`config.mk`:
```
export PLATFORM = sky130hd
export DESIGN_NAME = top_k_peak_selector
export DESIGN_NICKNAME = d
export VERILOG_FILES = /design/src/rtl/tkps_pkg.sv /design/src/rtl/tkps_cfg.sv /design/src/rtl/tkps_ctrl.sv /design/src/rtl/tkps_dp.sv /design/src/rtl/top_k_peak_selector.sv
export SDC_FILE = /design/constraint.sdc
export NUM_CORES = 2
export LEC_CHECK = 0
export BUFFER_PORTS_ARGS = -buffer_cell sky130_fd_sc_hd__buf_2
export CORE_MARGIN = 10
export CORE_UTILIZATION = 30
export DETAILED_ROUTE_END_ITERATION = 8
export MAX_ROUTING_LAYER = met4
export PLACE_DENSITY = 0.44
export SLEW_MARGIN = 20
export SYNTH_ARGS = -nofsm -noshare
export SYNTH_HDL_FRONTEND = slang
export SYNTH_SLANG_ARGS = --single-unit
```
`constraint.sdc`:
```
create_clock -name clk -period 7.1 [get_ports clk]
set_clock_uncertainty 0.2 [all_clocks]
set_input_delay 0.71 -clock clk [delete_from_list [all_inputs] [get_ports clk]]
set_output_delay 0.71 -clock clk [all_outputs]
set_load 0.05 [all_outputs]
```
`src/rtl/tkps_pkg.sv`:
```
`default_nettype none
// ----------------------------------------------------------------------------
// tkps_pkg
// Shared types, constants and helpers of the top-k peak selector.
// ----------------------------------------------------------------------------
package tkps_pkg;

  localparam int MAX_PEAKS = 16;
  localparam int IDX_W     = (MAX_PEAKS > 1) ? $clog2(MAX_PEAKS) : 1;
  localparam int CNT_W     = $clog2(MAX_PEAKS + 1);

  localparam int COORD_W   = 10;
  localparam int ENERGY_W  = 15;
  localparam int SAMPLE_W  = 16;
  localparam int COUNT_W   = 5;
  localparam int DIM_W     = 11;

  localparam int IN_DATA_W  = 56;
  localparam int OUT_DATA_W = 40;
  localparam int PADDR_W    = 4;
  localparam int PDATA_W    = 32;

  // register index, taken from paddr word address
  localparam logic [1:0] REG_PEAK_COUNT = 2'd0;
  localparam logic [1:0] REG_FRAME_ROWS = 2'd1;
  localparam logic [1:0] REG_FRAME_COLS = 2'd2;

  // input kinds carried in s_axis_tuser
  localparam logic OP_PIXEL     = 1'b0;
  localparam logic OP_FRAME_END = 1'b1;

  localparam logic [COUNT_W-1:0] PEAK_COUNT_RST = COUNT_W'(16);
  localparam logic [DIM_W-1:0]   FRAME_ROWS_RST = DIM_W'(240);
  localparam logic [DIM_W-1:0]   FRAME_COLS_RST = DIM_W'(320);

  typedef struct packed {
    logic [COUNT_W-1:0] peak_count;
    logic [DIM_W-1:0]   frame_rows;
    logic [DIM_W-1:0]   frame_cols;
  } cfg_t;

  typedef struct packed {
    logic             load;
    logic             last;
    logic             clear;
    logic [IDX_W-1:0] rank;
  } cmd_t;

  typedef struct packed {
    logic             out_free;
    logic [CNT_W-1:0] total;
  } status_t;

  // zero acts as one, anything above the table depth as the depth
  function automatic logic [CNT_W-1:0] effective_count(input logic [COUNT_W-1:0] pc);
    logic [CNT_W-1:0] res;
    if (pc == '0) begin
      res = CNT_W'(1);
    end else if (int'(pc) > MAX_PEAKS) begin
      res = CNT_W'(MAX_PEAKS);
    end else begin
      res = CNT_W'(pc);
    end
    return res;
  endfunction

endpackage
`default_nettype wire

```
`src/rtl/tkps_cfg.sv`:
```
`default_nettype none
// ----------------------------------------------------------------------------
// tkps_cfg
// APB register file: peak count and frame dimensions.
// ----------------------------------------------------------------------------
module tkps_cfg (
  input  wire logic                          clk,
  input  wire logic                          rst,
  input  wire logic                          psel,
  input  wire logic                          penable,
  input  wire logic                          pwrite,
  input  wire logic [tkps_pkg::PADDR_W-1:0]  paddr,
  input  wire logic [tkps_pkg::PDATA_W-1:0]  pwdata,
  output logic      [tkps_pkg::PDATA_W-1:0]  prdata,
  output logic                               pready,
  output tkps_pkg::cfg_t                     cfg
);

  logic wr_en;

  assign pready = 1'b1;
  assign wr_en  = psel & penable & pwrite & pready;

  always_ff @(posedge clk) begin
    if (rst) begin
      cfg.peak_count <= tkps_pkg::PEAK_COUNT_RST;
      cfg.frame_rows <= tkps_pkg::FRAME_ROWS_RST;
      cfg.frame_cols <= tkps_pkg::FRAME_COLS_RST;
    end else if (wr_en) begin
      unique case (paddr[3:2])
        tkps_pkg::REG_PEAK_COUNT: cfg.peak_count <= pwdata[tkps_pkg::COUNT_W-1:0];
        tkps_pkg::REG_FRAME_ROWS: cfg.frame_rows <= pwdata[tkps_pkg::DIM_W-1:0];
        tkps_pkg::REG_FRAME_COLS: cfg.frame_cols <= pwdata[tkps_pkg::DIM_W-1:0];
        default: ;
      endcase
    end
  end

  always_comb begin
    unique case (paddr[3:2])
      tkps_pkg::REG_PEAK_COUNT: prdata = tkps_pkg::PDATA_W'(cfg.peak_count);
      tkps_pkg::REG_FRAME_ROWS: prdata = tkps_pkg::PDATA_W'(cfg.frame_rows);
      tkps_pkg::REG_FRAME_COLS: prdata = tkps_pkg::PDATA_W'(cfg.frame_cols);
      default:                  prdata = '0;
    endcase
  end

endmodule
`default_nettype wire

```
`src/rtl/tkps_ctrl.sv`:
```
`default_nettype none
// ----------------------------------------------------------------------------
// tkps_ctrl
// Sequencer: takes pixel beats while idle, walks the ranks at frame end.
// ----------------------------------------------------------------------------
module tkps_ctrl (
  input  wire logic                         clk,
  input  wire logic                         rst,
  input  wire logic                         in_valid,
  input  wire logic                         in_op,
  input  wire logic [tkps_pkg::CNT_W-1:0]   cap,
  input  tkps_pkg::status_t                 status,
  output logic                              in_ready,
  output tkps_pkg::cmd_t                    cmd
);

  typedef enum logic [0:0] {
    ST_IDLE,
    ST_READ
  } state_t;

  state_t                      state;
  logic [tkps_pkg::IDX_W-1:0]  rank;
  logic                        last_rank;

  assign in_ready  = (state == ST_IDLE);
  assign last_rank = (tkps_pkg::CNT_W'(rank) + tkps_pkg::CNT_W'(1)) == cap;

  always_comb begin
    cmd.load  = (state == ST_READ) && status.out_free;
    cmd.last  = last_rank;
    cmd.clear = cmd.load && last_rank;
    cmd.rank  = rank;
  end

  always_ff @(posedge clk) begin
    if (rst) begin
      state <= ST_IDLE;
      rank  <= '0;
    end else begin
      unique case (state)
        ST_IDLE: begin
          if (in_valid && in_op == tkps_pkg::OP_FRAME_END) begin
            state <= ST_READ;
            rank  <= '0;
          end
        end
        ST_READ: begin
          if (status.out_free) begin
            if (last_rank) begin
              state <= ST_IDLE;
            end else begin
              rank <= rank + tkps_pkg::IDX_W'(1);
            end
          end
        end
        default: state <= ST_IDLE;
      endcase
    end
  end

endmodule
`default_nettype wire

```
`src/rtl/tkps_dp.sv`:
```
`default_nettype none
// ----------------------------------------------------------------------------
// tkps_dp
// Datapath: peak test, sorted insertion table and readout register.
// ----------------------------------------------------------------------------
module tkps_dp (
  input  wire logic                              clk,
  input  wire logic                              rst,
  input  tkps_pkg::cfg_t                         cfg,
  input  wire logic [tkps_pkg::CNT_W-1:0]        cap,
  input  wire logic                              pix_accept,
  input  wire logic [tkps_pkg::IN_DATA_W-1:0]    in_data,
  input  tkps_pkg::cmd_t                         cmd,
  input  wire logic                              out_ready,
  output tkps_pkg::status_t                      status,
  output logic                                   out_valid,
  output logic      [tkps_pkg::OUT_DATA_W-1:0]   out_data,
  output logic                                   out_slot,
  output logic                                   out_last
);

  localparam int N = tkps_pkg::MAX_PEAKS;

  logic signed [tkps_pkg::SAMPLE_W-1:0] in_energy;
  logic signed [tkps_pkg::SAMPLE_W-1:0] in_lmax;
  logic        [tkps_pkg::COORD_W-1:0]  in_row;
  logic        [tkps_pkg::COORD_W-1:0]  in_col;
  logic                                 interior;
  logic                                 is_peak;

  // candidate stage
  logic                                 cand_valid;
  logic [tkps_pkg::ENERGY_W-1:0]        cand_energy;
  logic [tkps_pkg::COORD_W-1:0]         cand_row;
  logic [tkps_pkg::COORD_W-1:0]         cand_col;

  // sorted table, strongest first
  logic [tkps_pkg::ENERGY_W-1:0]        kept_energy [N];
  logic [tkps_pkg::COORD_W-1:0]         kept_row    [N];
  logic [tkps_pkg::COORD_W-1:0]         kept_col    [N];
  logic [tkps_pkg::CNT_W-1:0]           kept_total;

  logic [tkps_pkg::ENERGY_W-1:0]        energy_next [N];
  logic [tkps_pkg::COORD_W-1:0]         row_next    [N];
  logic [tkps_pkg::COORD_W-1:0]         col_next    [N];
  logic [tkps_pkg::CNT_W-1:0]           total_next;

  logic [N-1:0]                         valid_mask;
  logic [N-1:0]                         gt_mask;
  logic [N-1:0]                         eq_mask;
  logic                                 full;
  logic                                 do_insert;
  logic                                 slot_hit;

  assign in_energy = in_data[15:0];
  assign in_lmax   = in_data[31:16];
  assign in_row    = in_data[41:32];
  assign in_col    = in_data[51:42];

  assign interior = (in_row != '0) && (in_col != '0) &&
                    ({1'b0, in_row} + tkps_pkg::DIM_W'(1) < cfg.frame_rows) &&
                    ({1'b0, in_col} + tkps_pkg::DIM_W'(1) < cfg.frame_cols);
  assign is_peak = interior && !in_energy[tkps_pkg::SAMPLE_W-1] && (in_energy >= in_lmax);

  always_ff @(posedge clk) begin
    if (rst) begin
      cand_valid <= 1'b0;
    end else begin
      cand_valid <= pix_accept && is_peak;
    end
  end

  always_ff @(posedge clk) begin
    if (pix_accept) begin
      cand_energy <= in_energy[tkps_pkg::ENERGY_W-1:0];
      cand_row    <= in_row;
      cand_col    <= in_col;
    end
  end

  // per-entry compare; gt_mask is a prefix since the table is sorted
  always_comb begin
    for (int i = 0; i < N; i++) begin
      valid_mask[i] = kept_total > tkps_pkg::CNT_W'(i);
      gt_mask[i]    = valid_mask[i] && (kept_energy[i] > cand_energy);
      eq_mask[i]    = valid_mask[i] && (kept_energy[i] == cand_energy);
    end
  end

  assign full       = kept_total >= cap;
  // a full table drops a peak no stronger than its weakest entry
  assign do_insert  = cand_valid && !(|eq_mask) && !(full && (gt_mask == valid_mask));
  assign total_next = full ? kept_total : kept_total + tkps_pkg::CNT_W'(1);

  always_comb begin
    energy_next[0] = gt_mask[0] ? kept_energy[0] : cand_energy;
    row_next[0]    = gt_mask[0] ? kept_row[0]    : cand_row;
    col_next[0]    = gt_mask[0] ? kept_col[0]    : cand_col;
    for (int i = 1; i < N; i++) begin
      if (gt_mask[i]) begin
        energy_next[i] = kept_energy[i];
        row_next[i]    = kept_row[i];
        col_next[i]    = kept_col[i];
      end else if (gt_mask[i-1]) begin
        energy_next[i] = cand_energy;
        row_next[i]    = cand_row;
        col_next[i]    = cand_col;
      end else begin
        energy_next[i] = kept_energy[i-1];
        row_next[i]    = kept_row[i-1];
        col_next[i]    = kept_col[i-1];
      end
    end
  end

  always_ff @(posedge clk) begin
    if (do_insert) begin
      for (int i = 0; i < N; i++) begin
        kept_energy[i] <= energy_next[i];
        kept_row[i]    <= row_next[i];
        kept_col[i]    <= col_next[i];
      end
    end
  end

  always_ff @(posedge clk) begin
    if (rst) begin
      kept_total <= '0;
    end else if (cmd.clear) begin
      kept_total <= '0;
    end else if (do_insert) begin
      kept_total <= total_next;
    end
  end

  // readout register
  assign slot_hit        = tkps_pkg::CNT_W'(cmd.rank) < kept_total;
  assign status.out_free = !out_valid || out_ready;
  assign status.total    = kept_total;

  always_ff @(posedge clk) begin
    if (rst) begin
      out_valid <= 1'b0;
    end else if (cmd.load) begin
      out_valid <= 1'b1;
    end else if (out_ready) begin
      out_valid <= 1'b0;
    end
  end

  always_ff @(posedge clk) begin
    if (cmd.load) begin
      out_slot <= slot_hit;
      out_last <= cmd.last;
      if (slot_hit) begin
        out_data <= {5'd0, kept_col[cmd.rank], kept_row[cmd.rank], kept_energy[cmd.rank]};
      end else begin
        out_data <= '0;
      end
    end
  end

endmodule
`default_nettype wire

```
`src/rtl/top_k_peak_selector.sv`:
```
`default_nettype none
// ----------------------------------------------------------------------------
// top_k_peak_selector
// Keeps the strongest peaks of a frame and reads them out at frame end.
// ----------------------------------------------------------------------------
// pixel beats: one per cycle while not reading out; a peak is registered as candidate, then inserted
// frame-end beat: one result beat per rank (effective peak count), one per
//   cycle when the sink keeps up; input is held off until the last rank loads
// the output register decouples the sink; pixels resume while it drains
// reset (sync, active high): table empty, peak_count 16, frame 240 x 320
module top_k_peak_selector (
  input  wire logic                              clk,
  input  wire logic                              rst,
  input  wire logic                              s_axis_tvalid,
  output logic                                   s_axis_tready,
  // energy[15:0], nbhd_max[31:16], row[41:32], col[51:42], zero pad
  input  wire logic [tkps_pkg::IN_DATA_W-1:0]    s_axis_tdata,
  // operation
  input  wire logic                              s_axis_tuser,
  output logic                                   m_axis_tvalid,
  input  wire logic                              m_axis_tready,
  // peak_energy[14:0], peak_row[24:15], peak_col[34:25], zero pad
  output logic      [tkps_pkg::OUT_DATA_W-1:0]   m_axis_tdata,
  // slot_valid
  output logic                                   m_axis_tuser,
  output logic                                   m_axis_tlast,
  input  wire logic                              psel,
  input  wire logic                              penable,
  input  wire logic                              pwrite,
  input  wire logic [tkps_pkg::PADDR_W-1:0]      paddr,
  input  wire logic [tkps_pkg::PDATA_W-1:0]      pwdata,
  output logic      [tkps_pkg::PDATA_W-1:0]      prdata,
  output logic                                   pready
);

  tkps_pkg::cfg_t               cfg;
  tkps_pkg::cmd_t               cmd;
  tkps_pkg::status_t            status;
  logic [tkps_pkg::CNT_W-1:0]   cap;
  logic                         pix_accept;

  assign cap        = tkps_pkg::effective_count(cfg.peak_count);
  assign pix_accept = s_axis_tvalid && s_axis_tready && (s_axis_tuser == tkps_pkg::OP_PIXEL);

  tkps_cfg u_cfg (
    .clk     (clk),
    .rst     (rst),
    .psel    (psel),
    .penable (penable),
    .pwrite  (pwrite),
    .paddr   (paddr),
    .pwdata  (pwdata),
    .prdata  (prdata),
    .pready  (pready),
    .cfg     (cfg)
  );

  tkps_ctrl u_ctrl (
    .clk      (clk),
    .rst      (rst),
    .in_valid (s_axis_tvalid),
    .in_op    (s_axis_tuser),
    .cap      (cap),
    .status   (status),
    .in_ready (s_axis_tready),
    .cmd      (cmd)
  );

  tkps_dp u_dp (
    .clk        (clk),
    .rst        (rst),
    .cfg        (cfg),
    .cap        (cap),
    .pix_accept (pix_accept),
    .in_data    (s_axis_tdata),
    .cmd        (cmd),
    .out_ready  (m_axis_tready),
    .status     (status),
    .out_valid  (m_axis_tvalid),
    .out_data   (m_axis_tdata),
    .out_slot   (m_axis_tuser),
    .out_last   (m_axis_tlast)
  );

  // table never holds more than its depth
  a_total_bound: assert property (@(posedge clk) disable iff (rst)
    status.total <= tkps_pkg::CNT_W'(tkps_pkg::MAX_PEAKS))
    else $error("peak table count above depth");

  // an empty rank carries an all-zero payload
  a_empty_zero: assert property (@(posedge clk) disable iff (rst)
    (m_axis_tvalid && !m_axis_tuser) |-> (m_axis_tdata == '0))
    else $error("empty rank with nonzero payload");

  // a frame-end beat starts a readout that holds off input
  a_frame_end_holds: assert property (@(posedge clk) disable iff (rst)
    (s_axis_tvalid && s_axis_tready && s_axis_tuser == tkps_pkg::OP_FRAME_END)
    |=> !s_axis_tready)
    else $error("input taken right after frame end");

endmodule
`default_nettype wire

```
==> implementation parameters <==
Parameter                              Value

Routing
  Detailed-routed wire length on met3 ... 6800 um
  Total wire length after detailed routing ... 134000 um
  Per-cell routed wire length ... 29.0 um
  Via count ... 25000
  Ratio of routed vias to standard cells ... 5.41
  1st-pass router iterations ... 5
  Count of routing violations after the opening detailed-route iteration ... 2065
  Number of remaining DRC errors ... 0
  Post-Route M1 WL ... 62300 um
  Sum of met2 wire segment lengths after detailed routing ... 62100 um
  Topmost layer with routed signal wires ... met4
  Count of antenna-violating nets left after detailed routing ... 0

Global routing
  First-pass GRT wire length ... 192000 um
  Gr usage total ... 0.185
  Number of global-route vias before repair ... 25700
  Global route total overflow ... 0
  Largest net degree at the start of global routing ... 124
  Number of antenna violations at the first check in global routing ... 2

Logic synthesis
  Dominant synthesized flop cell ... sky130_fd_sc_hd__edfxtp_1
  Total number of yosys warnings ... 0
  Post-synthesis async set-or-reset flop share ... 0
  Xor-xnor portion of the synthesized cell area ... 0.00561
  Synth Area in Simple Gates ... 0.0608
  Sequential share of the synthesized area ... 0.506
  Share of cell area taken by muxes after synthesis ... 0.251
  Mean instance size in the synthesized netlist ... 14.4 um2
  Number of distinct library cell variants in the gate-level netlist after synthesis ... 72
  Compound-gate portion of the synthesized area ... 0.0493
  Adder-cell area share of the yosys netlist ... 0.0943
  Number of standard cells after synthesis ... 2704
  Synthesized area ... 0.0390 mm2
  Post-synth EDFFs ... 632
  Seq cells post-synth ... 671
  Largest family of logic cells by synthesized area ... multiplexers

Place
  Post-detailed-placement half-perimeter wirelength ... 89700 um
  IO Port Bufs ... 122
  Gp weighted congestion ... 0.907
  Pre-CTS worst setup slack ... 1.39 ns
  Placement Cell Area ... 0.0419 mm2

Worst setup path
  Number of cells on the worst reg-to-reg path ... 12
  Peak fanout along the critical path ... 17
  Data required time of the worst path ... 7.27 ns
  Critical path data arrival time ... 5.98 ns
  Endpoint of the worst register-to-register path ... u_dp.kept_row[11][4]
  Worst R2R Setup Slack ... 1.28 ns
  Endpoint kind of the worst setup timing path ... flop
  Start-to-end type of the worst setup path ... reg2reg
  Critical register-to-register path startpoint ... u_dp.cand_energy[12]
  Crit start category ... flop

Timing
  Slew margin rel. ... 0.274
  Ratio of final minimum period to clock period ... 0.819
  Measured slew at the worst slew-check pin ... 1.09 ns
  Accumulated negative setup slack ... 0 ns
  Final count of negative-setup-slack endpoints ... 0
  Minimum setup slack in the final design ... 1.28 ns
  Max Transition Viols Final ... 0
  Final hold violation count ... 0
  Maximum achievable frequency ... 172 MHz
  Min Tclk post-route ... 5.82 ns
  Unrepaired setup endpoints after global routing ... false

CTS
  Total CTS buffers ... 81
  Number of post-CTS setup repair buffers ... 0
  Number of hold buffers added after CTS ... 0
  CTS Root Buffer Type ... sky130_fd_sc_hd__clkbuf_16
  Sinks on the clock net ... 671
  Clock Path Buffers ... 3
  Skew-Pair Late Insertion Delay ... 0.68 ns
  CTS tree ... built
  Number of levels the H-tree was split into ... 3
  Count of cells resized by post-cts repair ... 0
  CTS clk-pin slew, worst paths ... 0.06 ns

Layout
  Area grow syn2layout ... 13.7%
  Util after Layout ... 0.343
  Diodes inserted ... 0
  Design area ... 0.0444 mm2
  Number of nets in the layout ... 3220
  Share of final-layout standard cells stronger than drive strength 1 ... 0.351

Power
  Final Total Pwr ... 8.99 mW
  VDD IR-drop max ... 0.165 mV
  Static power due to leakage ... 15.1 nW
  Power per cell area ... 203 mW/mm2

Hold path
  Hold Crit Class ... in2reg
  Hold-critical path endpoint ... u_dp.cand_energy[11]
  Number of cells on the worst hold path ... 1
  Startpoint of the lowest-slack hold path ... s_axis_tdata[11]

Die
  Die outline width ... 381 um
  Total Die Area ... 0.145 mm2
  Area of the core region ... 0.129 mm2
  Row Count ... 132
  Initial Util ... 0.302
  Die Height ... 381 um
  Count of pins on the block boundary ... 177

Outcome
  Run status ... complete, no violations

Run
  Number of violations of the max-capacitance limit ... 0
-- report_power, final --
| group | switching [mW] | internal (mW) |
|---|---|---|
| Sequential | 0.0597 | 4.32 |
| Clock | 1.74 | 2.29 |
| Combinational | 0.371 | 0.212 |
-- layout by cell type (no fill, tap or decap), types with 21 or more instances in the layout --
cell type / count
sky130_fd_sc_hd__edfxtp_1: 632
sky130_fd_sc_hd__o21ai_0: 66
sky130_fd_sc_hd__a21oi_1: 131
sky130_fd_sc_hd__dfxtp_1: 35
sky130_fd_sc_hd__a211oi_1: 21
sky130_fd_sc_hd__nand3_1: 53
sky130_fd_sc_hd__mux4_2: 175
sky130_fd_sc_hd__clkinv_1: 30
sky130_fd_sc_hd__nor2b_1: 42
sky130_fd_sc_hd__inv_1: 92
sky130_fd_sc_hd__nor2_1: 66
sky130_fd_sc_hd__clkbuf_16: 82
sky130_fd_sc_hd__mux2_2: 493
sky130_fd_sc_hd__nand2_1: 105
sky130_fd_sc_hd__nand4_1: 54
sky130_fd_sc_hd__buf_4: 53
sky130_fd_sc_hd__conb_1: 27
sky130_fd_sc_hd__buf_2: 122
sky130_fd_sc_hd__ha_1: 294
-- stage by stage --
stage,instances,hold slack [ns]
finish,4629,0.0531
global route,4629,0.0357
floorplan,2729,0.249
global placement,4484,0.264
CTS,4629,0.00323
detailed placement,4485,0.265
-- synth_stat cells (all sizes together), types with 10 or more instances --
cell type,number,area [um2]
o31ai,13,108
xnor2,17,149
a211oi,22,170
edfxtp,632,19000
nor4,23,171
a21o,11,82.6
mux2,510,5740
ha,294,3680
o21ai,66,330
nand2,105,394
dfxtp,39,781
and2,10,63.8
buf,108,656
nor2b,60,450
a21oi,133,669
nand3b,16,120
clkbuf,70,263
nand4,54,338
mux4,175,3940
nor3,19,145
nand3,53,265
mux2i,10,100
inv,94,353
nor2,69,264
-- kinds of logic after synthesis --
logic type / Yosys count
multiplexers: 695
flip-flops: 671
AND/OR/NAND/NOR: 431
AO/OA/AOI/OAI: 313
adder cells (fa/ha/maj): 294
buffers and inverters: 273
XOR/XNOR: 25
other: 2
-- area by class of cell --
class	instances	area, um2
inverter	95	357
multi-input combinational	1785	18200
fill	12400	85000
clock inverter	48	392
sequential	671	19800
timing repair buffer	192	1340
clock buffer	96	2100
tap	1742	2180
-- worst max-delay path: stages (launching register included) --
cell and delay [ns]:
sky130_fd_sc_hd__edfxtp_1 0.81, sky130_fd_sc_hd__inv_1 0.60, sky130_fd_sc_hd__ha_1 0.50, sky130_fd_sc_hd__nand4_1 0.40, sky130_fd_sc_hd__nor4_2 1.01, sky130_fd_sc_hd__a22oi_1 0.21
sky130_fd_sc_hd__and4_1 0.26, sky130_fd_sc_hd__nand3_1 0.11, sky130_fd_sc_hd__nor4_2 0.08, sky130_fd_sc_hd__a21oi_2 0.13, sky130_fd_sc_hd__buf_4 0.32, sky130_fd_sc_hd__nor2b_4 0.56
sky130_fd_sc_hd__buf_4 0.31
-- worst max path at each step --
stage / from / depth (start not counted) / slack, ns / end
after floorplan: u_dp.cand_energy[4] / 11 / 1.23 / u_dp.kept_col[15][0]
after global placement: u_dp.cand_energy[11] / 12 / 1.45 / u_dp.kept_row[11][5]
after detailed placement: u_dp.cand_energy[11] / 12 / 1.39 / u_dp.kept_row[11][5]
after CTS: u_dp.cand_energy[12] / 12 / 1.44 / u_dp.kept_col[11][8]
after global routing: u_dp.cand_energy[11] / 12 / 1.25 / u_dp.kept_col[11][8]
final: u_dp.cand_energy[12] / 12 / 1.28 / u_dp.kept_row[11][4]
-- sequential cells by signal, indices dropped and copies added (netlist names), 5 cells and up --
| name | cells |
|---|---|
| u_dp.out_data | 35 |
| u_dp.cand_col | 10 |
| u_dp.kept_col | 160 |
| u_dp.cand_energy | 15 |
| u_dp.kept_energy | 240 |
| u_cfg.cfg | 27 |
| u_dp.cand_row | 10 |
| u_dp.kept_total | 5 |
| u_dp.kept_row | 160 |
-- per-layer routing --
metal	global-route usage	vias to the layer above
met2	0.287	748
met5	-	-
met3	0.0247	149
li1	-	10900
met4	0.0505	0
met1	0.255	13200
Power figures use the tool's default switching activity.
